### config.mk
export PLATFORM = sky130hd
export DESIGN_NAME = time_of_day_schedule_trigger
export DESIGN_NICKNAME = d
export VERILOG_FILES = /design/src/hdl/tods_pkg.sv /design/src/hdl/tods_store.sv /design/src/hdl/time_of_day_schedule_trigger.sv
export SDC_FILE = /design/constraint.sdc
export NUM_CORES = 2
export LEC_CHECK = 0
export BUFFER_PORTS_ARGS = -buffer_cell sky130_fd_sc_hd__buf_2
export CORE_AREA = 2 2 297 328
export CTS_BUF_LIST = sky130_fd_sc_hd__clkbuf_2
export DETAILED_ROUTE_END_ITERATION = 8
export DIE_AREA = 0 0 299 330
export PLACE_DENSITY = 0.77
export SETUP_SLACK_MARGIN = 0.05
export SLEW_MARGIN = 5
export SYNTH_ARGS = -nofsm -noshare
export SYNTH_HDL_FRONTEND = slang
export SYNTH_HIERARCHICAL = 1
export SYNTH_SLANG_ARGS = --single-unit
### constraint.sdc
create_clock -name i_clk -period 6.9 [get_ports i_clk]
set_input_delay 1.38 -clock i_clk [delete_from_list [all_inputs] [get_ports i_clk]]
set_output_delay 1.38 -clock i_clk [all_outputs]
set_load 0.02 [all_outputs]
### src/hdl/tods_pkg.sv
// Types, constants and codes shared by the schedule trigger files.
package tods_pkg;

    localparam int NUM_SCHEDULES_DEF = 16;
    localparam int MAX_EVENTS        = 16;
    localparam int SEC_W             = 17;
    localparam int FUNC_W            = 32;
    localparam int IDX_OUT_W         = 4;
    localparam int EVT_CNT_W         = $clog2(MAX_EVENTS + 1);
    localparam int REPEAT_BIT        = 7;

    localparam logic [FUNC_W-1:0] FUNC_NONE = '1;

    // Opcodes of the input transfer
    localparam logic [1:0] OP_TICK   = 2'd0;
    localparam logic [1:0] OP_APPEND = 2'd1;
    localparam logic [1:0] OP_CLEAR  = 2'd2;

    // Event actions
    localparam logic ACT_START = 1'b0;
    localparam logic ACT_STOP  = 1'b1;

    typedef struct packed {
        logic [1:0]        opcode;
        logic [2:0]        day_of_week;
        logic [SEC_W-1:0]  second_of_day;
        logic [SEC_W-1:0]  entry_start;
        logic              entry_has_stop;
        logic [SEC_W-1:0]  entry_stop;
        logic [7:0]        entry_week_flags;
        logic [FUNC_W-1:0] entry_function;
    } t_in_item;

    typedef struct packed {
        logic                 action;
        logic [FUNC_W-1:0]    function_id;
        logic [IDX_OUT_W-1:0] entry_index;
        logic                 last;
    } t_out_item;

    // One stored schedule entry
    typedef struct packed {
        logic [SEC_W-1:0]  start;
        logic              has_stop;
        logic [SEC_W-1:0]  stop;
        logic [7:0]        week_flags;
        logic [FUNC_W-1:0] func;
    } t_entry;

    // Write controls toward the entry store
    typedef struct packed {
        logic entry_we;
        logic armed_we;
        logic armed_val;
    } t_store_wr;

    typedef enum logic [1:0] {
        ST_IDLE,
        ST_EVAL,
        ST_FLUSH
    } t_state;

endpackage

### src/hdl/tods_store.sv
// Schedule entry memory and armed-flag memory, one write and one registered read port.
module tods_store #(
    parameter int NUM_SCHEDULES = tods_pkg::NUM_SCHEDULES_DEF
) (
    input  logic                                                  i_clk,
    input  tods_pkg::t_store_wr                                   i_wr,
    input  logic [((NUM_SCHEDULES > 1) ? $clog2(NUM_SCHEDULES) : 1)-1:0] i_wr_addr,
    input  tods_pkg::t_entry                                      i_wr_entry,
    input  logic [((NUM_SCHEDULES > 1) ? $clog2(NUM_SCHEDULES) : 1)-1:0] i_rd_addr,
    output tods_pkg::t_entry                                      o_rd_entry,
    output logic                                                  o_rd_armed
);
    import tods_pkg::*;

    t_entry r_entry_mem [NUM_SCHEDULES];
    logic   r_armed_mem [NUM_SCHEDULES];

    // Write entries on append
    always_ff @(posedge i_clk) begin
        if (i_wr.entry_we) begin
            r_entry_mem[i_wr_addr] <= i_wr_entry;
        end
    end

    // Write armed flags on append and during the table walk
    always_ff @(posedge i_clk) begin
        if (i_wr.armed_we) begin
            r_armed_mem[i_wr_addr] <= i_wr.armed_val;
        end
    end

    // Register the read data
    always_ff @(posedge i_clk) begin
        o_rd_entry <= r_entry_mem[i_rd_addr];
        o_rd_armed <= r_armed_mem[i_rd_addr];
    end

endmodule

### src/hdl/time_of_day_schedule_trigger.sv
// Time-of-day schedule trigger: entry table, tick sequencer and event output.
//
// Input channel (i_valid / o_stall / i_item) carries ticks, appends and clears.
// Output channel (o_valid / i_stall / o_item) carries start and stop events.
// An append or clear leaves the sequencer idle, so the block stays ready.
// A tick with N table entries walks the table one entry per cycle while the
// event registers have room, through the single entry-store read port and
// one compare unit, then releases the held final event from a flush state.
// Each event of a tick passes the holding register and then the output
// register; the final one is marked with last. A tick with an empty table
// gives no event and leaves the block idle.
// Events pass through a one-deep holding register and an output register, so
// a stalled receiver stops the walk only when both are full; nothing is lost.
// A new item is taken while the final event still waits on the output.
// Reset empties the table, forgets the previous tick and clears both event
// registers; the entry store itself needs no clearing.
module time_of_day_schedule_trigger #(
    parameter int NUM_SCHEDULES = tods_pkg::NUM_SCHEDULES_DEF
) (
    input  logic               i_clk,
    input  logic               i_rst_n,
    input  logic               i_valid,
    output logic               o_stall,
    input  tods_pkg::t_in_item i_item,
    output logic               o_valid,
    input  logic               i_stall,
    output tods_pkg::t_out_item o_item
);
    import tods_pkg::*;

    localparam int IW = (NUM_SCHEDULES > 1) ? $clog2(NUM_SCHEDULES) : 1;
    localparam int CW = $clog2(NUM_SCHEDULES + 1);
    localparam logic [CW-1:0] NUM_C = CW'(NUM_SCHEDULES);
    localparam logic [EVT_CNT_W-1:0] MAX_EVT_C = EVT_CNT_W'(MAX_EVENTS);

    t_state                r_state, n_state;
    logic [CW-1:0]         r_count;
    logic [SEC_W-1:0]      r_last_sec;
    logic                  r_last_valid;
    logic [SEC_W-1:0]      r_now;
    logic [SEC_W-1:0]      r_since;
    logic [6:0]            r_day_bit;
    logic [IW-1:0]         r_idx;
    logic [EVT_CNT_W-1:0]  r_evt_cnt;
    logic                  r_pend_valid;
    t_out_item             r_pend;
    logic                  r_out_valid;
    t_out_item             r_out;

    logic                  in_xfer, tick_go, append_go, clear_go, out_free;
    logic [SEC_W-1:0]      since_c;
    logic [6:0]            day_bit_c;
    logic [CW-1:0]         idx_inc;
    logic                  walk_end;
    logic [IW+IDX_OUT_W-1:0] idx_ext;

    t_store_wr             st_wr;
    logic [IW-1:0]         wr_addr, rd_addr;
    t_entry                wr_entry, rd_entry;
    logic                  rd_armed;

    logic                  stop_hit, before_start, day_block, start_hit;
    logic                  evt_hit, evt_keep, armed_next;
    t_out_item             new_evt;
    logic                  commit, flush_go, out_load;

    tods_store #(.NUM_SCHEDULES(NUM_SCHEDULES)) u_store (
        .i_clk      (i_clk),
        .i_wr       (st_wr),
        .i_wr_addr  (wr_addr),
        .i_wr_entry (wr_entry),
        .i_rd_addr  (rd_addr),
        .o_rd_entry (rd_entry),
        .o_rd_armed (rd_armed)
    );

    // Decode the input transfer
    assign in_xfer   = i_valid && (r_state == ST_IDLE);
    assign tick_go   = in_xfer && (i_item.opcode == OP_TICK) && (r_count != '0);
    assign append_go = in_xfer && (i_item.opcode == OP_APPEND)
                       && (i_item.entry_function != FUNC_NONE) && (r_count < NUM_C);
    assign clear_go  = in_xfer && (i_item.opcode == OP_CLEAR);
    assign out_free  = !r_out_valid || !i_stall;

    assign wr_entry.start      = i_item.entry_start;
    assign wr_entry.has_stop   = i_item.entry_has_stop;
    assign wr_entry.stop       = i_item.entry_stop;
    assign wr_entry.week_flags = i_item.entry_week_flags;
    assign wr_entry.func       = i_item.entry_function;

    // Form the catch-up window and the weekday bit of a tick
    always_comb begin
        since_c = (r_last_valid && (r_last_sec < i_item.second_of_day))
                  ? r_last_sec + 1'b1 : i_item.second_of_day;
        day_bit_c = '0;
        if (i_item.day_of_week != 3'd0) begin
            day_bit_c = 7'b1 << (i_item.day_of_week - 3'd1);
        end
    end

    // Walk position
    assign idx_inc  = CW'(r_idx) + 1'b1;
    assign walk_end = (idx_inc == r_count);
    assign idx_ext  = {{IDX_OUT_W{1'b0}}, r_idx};

    // Evaluate the entry read from the store
    always_comb begin
        stop_hit     = rd_entry.has_stop && (rd_entry.stop >= r_since)
                       && (rd_entry.stop <= r_now);
        before_start = r_now < rd_entry.start;
        day_block    = (rd_entry.week_flags[6:0] != '0)
                       && ((rd_entry.week_flags[6:0] & r_day_bit) == '0);
        start_hit    = !stop_hit && !before_start && !day_block && rd_armed
                       && (rd_entry.start >= r_since) && (rd_entry.start <= r_now);
        evt_hit      = stop_hit || start_hit;
        evt_keep     = evt_hit && (r_evt_cnt < MAX_EVT_C);

        if (stop_hit) begin
            armed_next = rd_armed;
        end else if (before_start) begin
            armed_next = 1'b1;
        end else if (start_hit) begin
            armed_next = rd_entry.week_flags[REPEAT_BIT];
        end else begin
            armed_next = rd_armed;
        end

        new_evt.action      = stop_hit ? ACT_STOP : ACT_START;
        new_evt.function_id = rd_entry.func;
        new_evt.entry_index = idx_ext[IDX_OUT_W-1:0];
        new_evt.last        = 1'b0;
    end

    // Sequencer outputs
    always_comb begin
        st_wr    = '0;
        wr_addr  = IW'(r_count);
        rd_addr  = '0;
        commit   = 1'b0;
        flush_go = 1'b0;
        unique case (r_state)
            ST_IDLE: begin
                st_wr.entry_we  = append_go;
                st_wr.armed_we  = append_go;
                st_wr.armed_val = 1'b1;
            end
            ST_EVAL: begin
                // Hold the entry while it has an event to keep and both event registers are full
                commit          = !(evt_keep && r_pend_valid && !out_free);
                wr_addr         = r_idx;
                st_wr.armed_we  = commit;
                st_wr.armed_val = armed_next;
                rd_addr         = commit ? IW'(idx_inc) : r_idx;
            end
            ST_FLUSH: begin
                flush_go = r_pend_valid && out_free;
            end
            default: begin
            end
        endcase
    end

    assign out_load = (commit && evt_keep && r_pend_valid) || flush_go;

    // Sequencer next state
    always_comb begin
        n_state = r_state;
        unique case (r_state)
            ST_IDLE: begin
                if (tick_go) begin
                    n_state = ST_EVAL;
                end
            end
            ST_EVAL: begin
                if (commit && walk_end) begin
                    n_state = ST_FLUSH;
                end
            end
            ST_FLUSH: begin
                if (!r_pend_valid || out_free) begin
                    n_state = ST_IDLE;
                end
            end
            default: begin
                n_state = ST_IDLE;
            end
        endcase
    end

    // Control registers
    always_ff @(posedge i_clk) begin
        if (!i_rst_n) begin
            r_state      <= ST_IDLE;
            r_count      <= '0;
            r_last_sec   <= '0;
            r_last_valid <= 1'b0;
            r_idx        <= '0;
            r_evt_cnt    <= '0;
            r_pend_valid <= 1'b0;
            r_out_valid  <= 1'b0;
        end else begin
            r_state <= n_state;

            if (append_go) begin
                r_count <= r_count + 1'b1;
            end else if (clear_go) begin
                r_count <= '0;
            end

            if (tick_go) begin
                r_last_sec   <= i_item.second_of_day;
                r_last_valid <= 1'b1;
                r_idx        <= '0;
                r_evt_cnt    <= '0;
            end else if (commit) begin
                r_idx <= IW'(idx_inc);
                if (evt_keep) begin
                    r_evt_cnt <= r_evt_cnt + 1'b1;
                end
            end

            if (commit && evt_keep) begin
                r_pend_valid <= 1'b1;
            end else if (flush_go) begin
                r_pend_valid <= 1'b0;
            end

            if (out_load) begin
                r_out_valid <= 1'b1;
            end else if (!i_stall) begin
                r_out_valid <= 1'b0;
            end
        end
    end

    // Payload registers
    always_ff @(posedge i_clk) begin
        if (tick_go) begin
            r_now     <= i_item.second_of_day;
            r_since   <= since_c;
            r_day_bit <= day_bit_c;
        end
        if (commit && evt_keep) begin
            r_pend <= new_evt;
        end
        // Mark the event released from the flush state as the final one
        if (out_load) begin
            r_out <= '{action:      r_pend.action,
                       function_id: r_pend.function_id,
                       entry_index: r_pend.entry_index,
                       last:        flush_go};
        end
    end

    assign o_stall = (r_state != ST_IDLE);
    assign o_valid = r_out_valid;
    assign o_item  = r_out;

endmodule

After elaboration in Yosys (flattened, before gate mapping)
Memory sizes are Yosys's and may differ from the RTL's. A register that Yosys moved wholly into a read port is not among the register bits.
Cells that the tools add are included.
- memories kept: 2
- flip-flop bits (word level): 152
- logic and storage cells: 119
- memory bits (writable): 1216
- output and inout port bits: 40
- shift operators: 1
- reduce and logical (&&, ||, !) cells: 47
- muxes and demuxes: 26
- equal/unequal tests: 10
- bitwise operators: 2
- add/subtract/negate cells: 5
- order comparisons: 8
- memory list (name ; depth ; bits a word ; read ports ; clocked after memory_dff ; write ports ; line ; source):
    u_store.r_entry_mem ; 16 ; 75 ; 1 ; 1 ; 1 ; tods_store.sv:15 ; t_entry r_entry_mem [NUM_SCHEDULES];
    u_store.r_armed_mem ; 16 ; 1 ; 1 ; 1 ; 1 ; tods_store.sv:16 ; logic r_armed_mem [NUM_SCHEDULES];
- operator list (cell ; number):
    $ge 17x17->1 ; 2
    $le 17x17->1 ; 2
    $lt 17x17->1 ; 2
    $ne 32x32->1 const B ; 1
    $logic_and 1x1->1 ; 23
    $add 17x1->17 const B ; 1
    $mux 17 ; 1
    $mux 1 ; 15
    $mux 4 ; 3
    $add 5x1->5 const B ; 2
    $lt 5x5->1 const B ; 2
    $mux 5 ; 2
    $logic_not 1->1 ; 8
    $and 7x7->7 ; 1
    $logic_not 7->1 ; 1
    $reduce_bool 7->1 ; 1
    $shl 1x3->7 const A ; 1
    $mux 2 ; 3
    $ne 2x2->1 const B ; 3
    $pmux 2 s3 ; 1
    $reduce_bool 2->1 ; 3
    $add 4x1->5 const B ; 1
    $eq 5x5->1 ; 1
    $reduce_bool 5->1 ; 1
    other kinds (12) ; 18

Depth between registers and ports, before layout
- depth in word-level cells: 19
- mapped depth: 17

Modules after synthesis
Netlist, hierarchy kept.
- modules (own cells, without submodules) (module ; seq. area each (um^2) ; times used ; area each (um^2) ; cells an instance):
    tods_store ; 38036.5 ; 1 ; 47085.2 ; 1977
    time_of_day_schedule_trigger ; 4204.0 ; 1 ; 7795.0 ; 677

Worst setup path after synthesis
Ideal clock, no wire load.
- path type: input-to-reg
- from: in i_valid
- to: mem u_store/r_entry_mem[0][0] (netlist bit), enable pin
- arrival time: 6.035 ns
- stages: 5
- buffers on the path: 0
- path slack: 0.356 ns
- cell sequence: nand2_1 > or4b_2 > a21oi_2 > or3b_2 > nor2_1
- RTL lines (item ; line ; source):
    start: declaration ; time_of_day_schedule_trigger.sv:22 ; input logic i_valid,
    end: declaration ; tods_store.sv:15 ;

Final worst setup path
- from: reg r_now[13]
- to: reg u_store/o_rd_entry[47] (netlist name)
- word-level cells in the longest chain between the ends: 14
- ends and longest elaborated chain (item ; line ; source):
    start: declaration ; time_of_day_schedule_trigger.sv:40 ; logic [SEC_W-1:0] r_now;
    start signal: assignment ; time_of_day_schedule_trigger.sv:239 ; r_now <= i_item.second_of_day;
    $le 17x17->1 ; time_of_day_schedule_trigger.sv:109 ; && (rd_entry.stop <= r_now);
    $logic_and 1x1->1 ; time_of_day_schedule_trigger.sv:109 ;
    $logic_not 1->1 ; time_of_day_schedule_trigger.sv:113 ; start_hit = !stop_hit && !before_start && !day_block && rd_armed
    $logic_and 1x1->1 (3 in series) ; time_of_day_schedule_trigger.sv:113 ;
    $logic_and 1x1->1 (2 in series) ; time_of_day_schedule_trigger.sv:114 ; && (rd_entry.start >= r_since) && (rd_entry.start <= r_now);
    $logic_or 1x1->1 (*) ; time_of_day_schedule_trigger.sv:115 ; evt_hit = stop_hit || start_hit;
    $logic_and 1x1->1 (*) ; time_of_day_schedule_trigger.sv:116 ; evt_keep = evt_hit && (r_evt_cnt < MAX_EVT_C);
    $logic_and 1x1->1 (*) (2 in series) ; time_of_day_schedule_trigger.sv:149 ; commit = !(evt_keep && r_pend_valid && !out_free);
    $mux 4 (*) ; time_of_day_schedule_trigger.sv:153 ; rd_addr = commit ? IW'(idx_inc) : r_idx;
    $mux 4 (*) ; time_of_day_schedule_trigger.sv:141 ; unique case (r_state)
    net rd_addr[0] ; time_of_day_schedule_trigger.sv:58 ; logic [IW-1:0] wr_addr, rd_addr;
Mark *: on every way through the listed nets, which the timed path passes. The rest lies on a longest branch.
A chain may end at the register's enable or synchronous reset.

==> flow_summary.yaml <==
cts:
  cts_root_buffer: "clkbuf_2"
  clock_latency_ns: 1.58
  path_clk_slew_ns: 0.11
  cts_buffer_depth: 4
  cts_tree: "done"
  post_cts.repair.setup_buffers: 0
  cts_max_level: 5
  numCtsBuffers: 349
  cts_hold_buffers: 24
  ctsResizeCount: 0
  cts_num_sinks: 1444
pwr:
  power_leakage_uw: 0.0200
  ir_drop_uv: 165
  p_total_uw: 15300
  cellPowerDensity_nw_per_um2: 253
synth:
  syn_area_per_cell_sq_um: 20.7
  synthArstFlopShare: 0
  synth-simple-area-share: 0.0274
  synth_warnings: 6
  synth_xor_area_frac: 0.00351
  synth_area_sq_um: 54900
  synth_compound_area_frac: 0.0355
  synth_top_family_by_area: "multiplexers"
  ys_seq_elements: 1444
  synth_top_cell_by_area: "edfxtp_1"
  synth_cells: 2654
  yosys.area.top_type_share: 0.729
  synth_fp_nets: 2844
  synthFlopType: "edfxtp_1"
  synth_edf_count: 1332
  synth_cell_type_count: 68
  synth_area_leaders: "edfxtp_1 73%, mux4_2 12%, dfxtp_1 4.1%"
  synth_seq_area_share: 0.770
  synthAdderAreaFrac: 0.0203
  synth_mux_area_frac: 0.128
drt:
  dr.max_layer_used: "met5"
  wl_per_cell_um: 26.6
  drcViolationCount: 0
  vias: 28500
  dr.first_iter.drc_count: 3197
  viasPerCell: 6.14
  dr.pass1.iters: 6
  wl_met2_mm: 62.4
  postRouteAntennaNets: 0
  wl_mm: 123
  met1_length_mm: 47.3
  wl_met3_mm: 10.6
global_routing:
  grt_overflow_total: 0
  track_usage: 0.254
  grt_pass1_vias: 29400
  grt_pass1_wl_mm: 183
  grt_max_degree: 102
  antenna_found_initial: 24
timing:
  min_period_ns: 5.16
  final.setup_skew_ns: 0.197
  slew_viol_final: 0
  setup-tns-final_ns: 0
  slew_headroom: 0.154
  max_freq_mhz: 194
  grt_setup_unrepaired: "false"
  setup_violations: 0
  hold_viol_final: 0
  tightestPinTransition_ns: 1.26
  fin_crit_sh: 0.747
  fin_ws_ns: 1.74
worst_setup_path:
  crit_type: "reg -> reg"
  path_max_fanout: 31
  path_cells: "inv_1 > ha_1 > nand4_2 > nor4_2 > nand4_1 > o41a_1 > a211o_4 > a211oi_4 > xor2_1 > nor2_4 > buf_12 > buf_12 > mux4_2 > a22oi_1 > nand2_1"
  cpPeakStageDelay_ns: 0.57
  slowest_stage: "a211oi_4"
  worst_ep_required_time_ns: 8.22
  crit_path_start_kind: "register"
  endpoint_kind: "register"
  cp.arrival_ns: 6.48
  cp_common_cell: "buf_12"
cells_and_area:
  layout-drive-gt1-share: 0.319
  fin_util: 0.637
  syn2layout_area_growth_pct: 10.6
  nets: 3292
  fillers: 6455
  final_cells: 4632
run_status:
  status: "finished clean"
floorplan:
  die_y_um: 330
  row_count: 119
  io_pins: 141
  initial_utilization: 0.576
  die_w_um: 299
  core_sq_um: 95300
  die_area_sq_um: 98700
hold_path:
  holdCritPathClass: "in -> reg"
flow_run:
  drv_cap: 0
place:
  place_ws_ns: 1.72
  portBuffers: 140
  place_inst: 3997
  hpwl_mm: 66.2
  gp_congestion: 0.850
cells in the final DEF (no fill, tap or decap), types with 6 or more instances in the layout:
master            n
a21o_1            6
mux4_2          304
nand2_1         156
inv_1            60
o21ai_0          17
clkbuf_2        514
nor2_4           19
buf_2           140
xor2_1            9
ha_1             89
buf_4            30
nand3_1          23
dfxtp_1         112
nand4_1          20
clkinv_1         68
diode_2           7
nand2b_1          6
a21oi_1          56
xnor2_1          13
a22oi_1         154
and3_1            7
mux2i_1          19
clkinv_2         11
edfxtp_1       1332
nor2b_1           7
nor2_1           42
bufinv_16         7
dlygate4sd3_1    24
buf_12           18
flip-flops by register name, summed over array words and instances (netlist names):
signal / count
u_store/o_rd_entry: 75
r_last_valid: 1
r_since: 17
r_state: 2
u_store/r_armed_mem: 16
u_store/o_rd_armed: 1
r_now: 17
r_evt_cnt: 5
r_pend_valid: 1
o_valid: 1
r_last_sec: 17
u_store/r_entry_mem: 1200
o_item: 38
r_idx: 4
r_day_bit: 7
r_count: 5
r_pend: 37
layer usage:
layer / track usage / up-vias
li1: - / 12100
met1: 0.331 / 14700
met2: 0.422 / 1466
met3: 0.0636 / 232
met4: 0.0842 / 22
met5: 0 / -
report_power, final:
part / internal, uW / switching, uW / total [uW]
registers: 9560 / 20.5 / 9580
clock network: 2240 / 3210 / 5450
logic: 104 / 202 / 306
through the flow:
step,cell area [sq um],hold slack [ns]
floorplan,54900,0.386
global placement,57300,0.391
detailed placement,57300,0.389
CTS,60700,0.00491
global route,60700,0.0159
finish,60700,0.173
worst paths after layout:
path / slack (ns) / endpoint / from / cells after the start
hold / removal: 0.17 / u_store/r_entry_mem[5][39] / i_item[39] / 1
hold reg to reg: 0.32 / r_pend[6] / u_store/o_rd_entry[1] / 0
setup reg to reg: 1.74 / u_store/o_rd_entry[47] / r_now[13] / 15
setup / recovery: 1.74 / u_store/o_rd_entry[47] / r_now[13] / 15
final cells by class:
| cell class | instances | area (sq um) | share of cell area |
|---|---|---|---|
| antenna | 7 | 17.5 | 0.000289 |
| tap | 1270 | 1590 | 0.0262 |
| sequential | 1444 | 42200 | 0.696 |
| timing repair buffer | 212 | 1530 | 0.0251 |
| multi-input combinational | 1033 | 12000 | 0.197 |
| clock buffer | 514 | 2570 | 0.0424 |
| inverter | 62 | 233 | 0.00383 |
| clock inverter | 90 | 544 | 0.00897 |
critical path: cells and delay by family (launching register included):
kind	cells	cell delay [ns]
XOR/XNOR	1	0.20
multiplexers	1	0.54
AND/OR/NAND/NOR	5	1.31
buffers and inverters	3	0.72
adder cells (fa/ha/maj)	1	0.31
AO/OA/AOI/OAI	4	1.36
flip-flops	1	0.38
cells in the mapped netlist, drive strengths merged (6+ instances only):
| cell type | n |
|---|---|
| xnor2 | 13 |
| a22oi | 154 |
| dfxtp | 112 |
| clkbuf | 59 |
| mux4 | 304 |
| ha | 89 |
| nand2 | 157 |
| o21ai | 20 |
| nor2b | 9 |
| buf | 56 |
| xor2 | 9 |
| mux2i | 19 |
| nor2 | 61 |
| nand3 | 23 |
| a21o | 6 |
| nand4 | 22 |
| and3 | 7 |
| edfxtp | 1332 |
| inv | 61 |
| a21oi | 57 |
| nand2b | 6 |
cells by family (layout without fill, tap and decap cells):
kind of cell | after synthesis | after routing
flops | 1444 | 1444
mux | 324 | 324
simple gates | 322 | 322
compound gates | 276 | 276
buf+inv | 177 | 878
fa+ha+maj | 89 | 89
xor+xnor | 22 | 22
other cells | 0 | 7
No activity file was read; power rests on OpenSTA's default activity.
